### config.mk
export PLATFORM = sky130hd
export DESIGN_NAME = r2fft_ram
export DESIGN_NICKNAME = d
export VERILOG_FILES = /design/src/design/r2fft_ram.sv
export SDC_FILE = /design/constraint.sdc
export NUM_CORES = 1
export LEC_CHECK = 0
export BUFFER_PORTS_ARGS = -buffer_cell sky130_fd_sc_hd__buf_2
export CORE_AREA = 2 2 107 119
export DETAILED_ROUTE_END_ITERATION = 6
export DIE_AREA = 0 0 109 121
export PLACE_DENSITY = 0.69
export SLEW_MARGIN = 10
export SYNTH_ARGS = -nofsm -noshare
export SYNTH_HDL_FRONTEND = slang
export SYNTH_SLANG_ARGS = --single-unit
### constraint.sdc
create_clock -name i_clk -period 1.98 [get_ports i_clk]
set_input_delay 0.396 -clock i_clk [delete_from_list [all_inputs] [get_ports i_clk]]
set_output_delay 0.396 -clock i_clk [all_outputs]
set_load 0.01 [all_outputs]
### src/design/r2fft_ram.sv
// Generic single-write, single-read RAM with registered read.
// No dependencies.
module r2fft_ram #(
    parameter int WIDTH = 8,
    parameter int DEPTH = 16
) (
    input  logic                     i_clk,
    input  logic                     i_we,
    input  logic [$clog2(DEPTH)-1:0] i_waddr,
    input  logic [WIDTH-1:0]         i_wdata,
    input  logic [$clog2(DEPTH)-1:0] i_raddr,
    output logic [WIDTH-1:0]         o_rdata
);
    logic [WIDTH-1:0] r_mem [DEPTH];

    always_ff @(posedge i_clk) begin
        if (i_we) begin
            r_mem[i_waddr] <= i_wdata;
        end
        o_rdata <= r_mem[i_raddr];
    end
endmodule

# Yosys cells after proc, flatten, opt, wreduce, memory -nomap -nowiden
# Memories as Yosys holds them, arrays and structs flattened. A register that Yosys moved wholly into a read port is not among the register bits.
# Cells that the tools add are included.
# Widths: inputs -> output; s select.
[word_totals] n_memories=1 ff_bits=0 mem_bits_rw=128
[classes] n_mux=2
[mem_list] name="r_mem" depth=16 word_bits=8 read_ports=1 rd_ports_with_merged_regs=1 wr=1 line="14" rtl="logic [WIDTH-1:0] r_mem [DEPTH];"
[ops] cell="$mux 1" n=2

# Depth between registers and ports, before layout
# Gate-level depths: netlist of run 1.
[logic_depth] word_depth=2 ltp_mapped=5 ltp_nobuf=3

# Worst setup path before layout of run 1
# No wires, ideal clock.
[synth_path] kind="input port to flip-flop" startpoint="input port i_waddr[2]" endpoint="memory r_mem[0][0] (enable)" arrival_ns=1.506 n_path_buf=0 stages=2 slack_ns=0.091 cell_sequence="or3b_2 nor3_1"
[synth_lines] item="start: declaration" line="9" rtl="input logic [$clog2(DEPTH)-1:0] i_waddr,"
[synth_lines] item="end: declaration" line="14"
# Straight into the memory's write port.

==> results of run 1 <==
-- cell usage in the layout, fill, tap and decap left out, types with 3 or more instances in the layout --
cell / n
buf_12: 3
clkinvlp_4: 3
buf_2: 25
clkbuf_16: 17
mux4_1: 14
buf_4: 18
dfxtp_1: 8
mux4_2: 18
nor2_1: 13
bufinv_16: 3
a22oi_1: 16
nor3_1: 4
clkinv_2: 4
nand2_1: 9
edfxtp_1: 128
-- registers in the layout, indices dropped and copies added, names as in the netlist --
register,cells
r_mem,128
o_rdata,8
-- report_power, final --
group / switching, mW / leakage [nW] / internal [mW]
registers: 0.0207 / 1.22 / 3.22
clock network: 1.08 / 0.286 / 2.00
logic: 0.165 / 0.595 / 0.135
-- kinds of logic (layout without fill, tap and decap cells) --
| logic type | Yosys count | count (layout) |
|---|---|---|
| flops | 136 | 136 |
| simple gates | 35 | 35 |
| mux | 32 | 32 |
| compound gates | 16 | 16 |
| buf+inv | 10 | 78 |
| other cells | 0 | 1 |
-- worst max-delay path: cells and delay by family --
family	cells	cell delay, ns
multiplexers	1	0.57
buffers and inverters	2	0.33
AND/OR/NAND/NOR	1	0.09
AO/OA/AOI/OAI	1	0.26
-- layout make-up --
type | count | area share
Clock inverter | 13 | 0.0249
Tap cell | 154 | 0.0312
Multi-Input combinational cell | 83 | 0.171
Timing Repair Buffer | 46 | 0.0519
Clock buffer | 19 | 0.0717
Antenna cell | 1 | 0.000405
Sequential cell | 136 | 0.649
-- per-layer routing --
metal	wire length [um]	vias to the layer above	global-route usage
met5	0	-	0
li1	-	1084	-
met2	4360	62	0.238
met3	441	11	0.0478
met1	4220	1234	0.218
met4	147	0	0.0577
-- stage by stage --
stage,worst slack [ns],utilization,instance area (um^2),std cells,hold WS (ns)
after floorplan,0.0911,-,5150,229,0.495
after global placement,0.193,0.467,5570,419,0.663
after detailed placement,0.185,0.467,5570,419,0.667
after CTS,0.615,0.517,6170,451,0.355
after global routing,0.535,0.517,6170,451,0.364
final,0.609,0.518,6170,452,0.373
-- worst max-delay path by stage --
stage               cells after the start  slack [ns]          end
CTS                                     5        0.62   o_rdata[5]
global route                            5        0.54   o_rdata[5]
floorplan                               2        0.09  r_mem[0][0]
finish                                  5        0.61   o_rdata[5]
detailed placement                      5        0.18   o_rdata[5]
global placement                        5        0.19   o_rdata[1]
==> summary by stage, run 1 <==
Synth
The synthesized area divided by synthesized cell count is 22.5 um^2. Synthesis handed over a netlist of 229 instances. The synthesized design contains 136 register bits. Of the total synthesized cell area, the portion taken by full adders, half adders and majority gates is 0. Of the total synthesized cell area, the portion taken by AND, OR, NAND and NOR gates is 0.0318. By area the synthesized netlist is led by edfxtp_1, mux4_2, mux4_1. The synthesized-area fraction occupied by ao, oa, aoi and oai cells is 0.0233. The post-synthesis async set-or-reset flop share is 0.

Of the post-synthesis cell area, the part taken by muxes is 0.150. By instance count, the leading cell after synthesis is edfxtp_1. The post-synthesis xor/xnor area fraction is 0. The synthesized design spends more area on one cell type than any other, namely edfxtp_1. Sorting the synthesized cells by how often they occur yields edfxtp_1, mux4_2, a22oi_1, mux4_1, nor2_1. The share of synthesized area in the top cell type comes to 0.747.

The number of enable flip-flop cells after synthesis is 128. The yosys synthesis warning count is 0. In this run the cell area of the synthesized design comes to 0.00515 mm^2. After synthesis, the largest family of logic cells by area is multiplexers.

The share of the Yosys chip area taken by registers is 0.778. For this run, the leading register cell type out of synthesis is edfxtp_1. The synthesized netlist net count is 247. The number of distinct standard cells referenced by the synthesized netlist is 19.

Hold path
The class of the worst hold path is input pin to flop. For hold timing, the worst endpoint is r_mem[7][2]. The count of cells along the worst hold path is 1. The source of the worst hold timing path is i_wdata[2].

Clock tree
The number of clock buffers added by TritonCTS is 17. Hold repair after CTS inserted 0 buffers. For this design, the sink count on the clock tree is 136. The total of cells resized after clock tree synthesis is 0.

Clock-pin slew was measured on the worst setup and hold paths at 0.06 ns. The clock tree from TritonCTS is done. CTS placed an instance of clkbuf_16 at the clock tree root.

The maximum level of the CTS H-tree is 4. The later-pin clock latency in the skew report is 0.40 ns. The buffer levels on the longest clock path is 2. The number of buffers inserted by post-CTS setup repair is 0.

Timing
The top achievable clock speed is 0.729 GHz. The final total negative setup slack is 0 ns. Setup violations remaining at the end of the flow were counted as 0. The total count of max-transition violations in the final report is 0. The number of hold-slack violations in the final timing report was 0. At the pin with the least slew margin, the transition time is 0.409 ns. In this run the tightest slew margin relative to its limit is 0.728.

The ratio of final minimum period to clock period is 0.693. Setup repair after global routing left no endpoint under its margin. The post-route minimum period is 1.37 ns. The worst clock skew is 0.00438 ns.

Placed design
The number of input and output port buffers inserted is 25. The detailed placer's ending HPWL is 5.73 mm. The final RePlAce weighted congestion is 0.730.

Die
The floorplan has 42 rows. In this run the standard cell core region covers 0.0119 mm^2. The area of the die is 0.0132 mm^2.

The top-level I/O count is 26. The starting utilization of the core area is 0.432. In this run the vertical extent of the chip is 121 um. The horizontal die dimension is 109 um.

GRT
The initial antenna violation count came to 1. The remaining global-route overflow is 0. The first global-routing pass estimated 14.3 mm of wire. The via count of the first global-routing pass was 2495.

In the global route stage, overall resource usage came out at 0.158. The largest net degree at the start of global routing is 30.

Routing
After detailed routing, the average wire length per cell comes to 20.3 um. The first TritonRoute pass finished after 5 iterations. The first routing iteration left 149 violations. In this run the remaining antenna-violating nets after routing total 0. The aggregate routed wire length is 9.17 mm. After detailed routing, the number of remaining DRC violations is 0. For this block, the via count after detailed routing is 2391.

Dividing the detail-routed via count by the number of cells gives 5.29.

Critical path
The source of the worst register-to-register timing path is r_mem[1][5]. The peak per-stage delay on the critical path is 0.57 ns. The signal arrival time at the worst endpoint is 1.65 ns. The timing startpoint of the critical path is i_raddr[0].

The critical path goes through buf_2 -> buf_12 -> mux4_1 -> a22oi_1 -> nand2_1. The critical path's slowest cell is mux4_1. The kind of end point of the critical path is a flop.

Counting cells, the worst reg-to-reg path comes to 3. For flop-to-flop paths, the worst setup slack is 0.65 ns. In this run the worst path has a maximum fanout of 17.

The terminus of the critical flop-to-flop path is o_rdata[5]. The critical path start-end classification is input pin to flop. STA puts the critical path data required time at 2.26 ns.

The worst setup path is launched from an input pin.

Layout
In the final layout, the share of cells above drive strength 1 is 0.320. The number of nets at the end of the flow is 302. The area added between synthesis and finish is 19.9%. Fill cells in the final layout number 915. The multi-input gate area in the final layout is 0.00106 mm^2. The area of all sequential standard cells is 0.00400 mm^2.

Power
Summed over all cells, the static leakage comes to 2.10 nW. In this run the power density over the cells is 1070 mW/mm^2. Across the VDD grid, the largest voltage drop is 616 uV. Total power for the finished layout comes to 6.62 mW.

Outcome
The run finished with clean final reports.

Job
The max-cap violation count is 0.
(Power assumes the default switching activity.)
==> inputs of run 2 (changes only) <==
Clock period 1.98 ns to 1.1 ns, I/O delays scaled along.
==> summary by stage, run 2 (synthesis gave the netlist of run 1 again) <==
Outcome
The run finished, with violations left. The final reports fail on negative setup slack.

Die
The area of the die is 0.0132 mm^2. The core box area is 0.0119 mm^2. Row generation in the floorplan step produced 42 rows. The horizontal die dimension is 109 um. The top-level I/O count is 26. The vertical die dimension is 121 um. For this configuration, the core starts out at a cell density of 0.432.

GRT
In the global route stage, overall resource usage came out at 0.171. Entering global routing, the biggest net connects 25 pins. The layer flagged by global routing as most heavily used is met2. The via count of the first global-routing pass is 2643. The initial antenna violation count is 0. The global-route met1 utilization is 0.220. The fraction of met2 tracks used by global routing is 0.275. For this run, global-route usage on met3 was measured as 0.0505.

The wire length of the first global-routing pass is 15.3 mm. After global routing the overflow that remains totals 0.

Power
VDD sags by at most 1150 uV. The proportion of power drawn by flip-flops and latches is 0.470. Of the total power, the share spent switching nets is 0.202. For this design the total switching power over the nets is 2.51 mW. Of the total power, combinational logic draws 0.055.

Dividing total power by cell area gives a power density of 1910 mW/mm^2. The relative contribution of the clock network to total power is 0.475. The internal portion of total power is 9.93 mW.

Summed over all cells, the static leakage comes to 2.17 nW.

Routing
For this block, the routed nets add up to 9.96 mm of wire. Dividing the detail-routed wire length by the instance count gives 21.5 um. The number of DRC violations after detailed-routing iteration 0 is 151.

The first detailed-routing pass took 4 iterations. Using the TritonRoute via totals, the vias-per-cell ratio works out to 5.24. In this run the remaining antenna-violating nets after routing total 0. For this run, design rule violations remaining after detail routing come to 0. Detailed routing inserted a total of 2424 vias.

Timing
The final hold slack is 0.207 ns. In the finished design, the share of the clock period the worst path needs comes to 1.14. After layout, the minimum clock period comes to 1.25 ns. For the pin with the worst max-slew slack, the measured transition is 0.935 ns.

Clock skew on the completed layout was measured at 0.00349 ns. After layout, the worst setup slack is -0.153 ns. The worst max-slew margin expressed relative to the limit is 0.374. Derived from the worst setup path, the maximum achievable clock frequency is 0.798 GHz. Setup repair after global routing could not meet its margin everywhere.

The number of hold-slack violations in the final timing report came to 0. The number of setup violations in the final report is 10. The total count of max-transition violations in the final report is 0.

Layout
The largest registers in the layout are r_mem: 128 flops, o_rdata: 8 flops. The commonest non-fill, non-tap cell in the layout is edfxtp_1. The area growth from synthesis to layout is 26.6%. The register with the most flip-flops in the layout has 128 of them. The repair_antennas step left the layout with diodes totalling 0. After the last flow step, the layout net total stands at 314.

Counting flops per register, the top entry is r_mem. The fraction of final layout cells sized beyond drive strength 1 is 0.482. Measured on the finished design, the core utilization comes to 0.546. In the layout the commonest cells are edfxtp_1, mux4_2, buf_4.

Critical path
The required time at the worst-slack endpoint is 1.39 ns. The kind of end point of the critical path is a flop. The critical path start-end classification is flop to flop. The signal arrival time at the worst endpoint is 1.55 ns. Along the worst path, the maximum fanout reaches 1. The worst setup path is launched from a flop.

Placed design
The detailed placer's ending HPWL is 6.60 mm. Buffers placed on the I/O ports in this run total 25. The final RePlAce weighted congestion is 0.772.

Clock tree
The root buffer cell chosen for the clock tree is clkbuf_16. TritonCTS built the clock tree. The number of buffers inserted by post-CTS setup repair is 0. The CTS sink count is 136. The later-pin clock latency in the skew report is 0.41 ns.

After clock tree synthesis, the clock-pin slew on the worst setup and hold paths is 0.06 ns. The count of hold-fix buffers inserted at cts is 0. The number of clock buffers added by TritonCTS is 17. The H-tree was split into 4 levels. Counting along the longest clock path gives a buffer depth of 2.

Hold path
The path class of the tightest hold or removal check is input pin to flop.

Job
Across the run, the number of max-cap violations was 0.
==> run 2: cell types whose count changed in the layout (fill, tap and decap cells not counted), sizes merged <==
cell / change
clkinv: -3
clkbuf: -2
inv: +4
bufinv: +1
diode: -1
buf: +12
==> run 2: worst paths after layout <==
check | start | end | slack [ns] | cells past startpoint
min | i_wdata[7] | r_mem[0][7] | 0.21 | 1
max reg2reg | r_mem[11][3] | o_rdata[3] | -0.15 | 3
min reg2reg | r_mem[4][2] | o_rdata[2] | 0.68 | 3
max | r_mem[11][3] | o_rdata[3] | -0.15 | 3
==> run 2: worst max-delay path: stages (launching register included) <==
cell	delay, ns
edfxtp_1	0.37
mux4_2	0.51
a22oi_2	0.18
nand2_1	0.08
==> run 2: layer usage <==
metal	wire length, um	vias up
met5	0	-
met4	118	0
met3	407	8
met2	5090	66
met1	4340	1254
li1	-	1096
==> run 2: cell type report <==
| class | instances | area (um^2) |
|---|---|---|
| fill | 883 | 5410 |
| sequential | 136 | 4010 |
| multi-input combinational | 83 | 1130 |
| timing repair buffer | 58 | 561 |
| clock buffer | 17 | 425 |
| clock inverter | 15 | 198 |
| tap | 154 | 193 |
==> run 2: repair_timing <==
action / 4_1_cts / 5_1_grt
pin swaps: 5 / 2
endpoints found under the setup margin: 11 / 16
gates resized for setup: 12 / 11
==> run 2: stage by stage <==
step                      cells  power (mW)  cell area, um^2  setup TNS (ns)  setup WS, ns
final                       463        12.4             6520           -1.12        -0.153
after global routing        463        12.8             6520           -1.52        -0.220
after CTS                   463        12.5             6480           -1.23        -0.175
after detailed placement    431        6.59             5810          -36.39        -0.507
after global placement      431        6.57             5810          -34.11        -0.504
after floorplan             229        6.28             5210          -13.55        -0.223
==> run 2: power groups by stage <==
stage	sequential [mW]	combinational (mW)	clock (mW)
2_1_floorplan	5.94	0.336	0
3_3_place_gp	5.94	0.631	0
3_5_place_dp	5.94	0.644	0
4_1_cts	5.84	0.675	5.97
5_1_grt	5.85	0.746	6.25
6_report	5.85	0.687	5.91
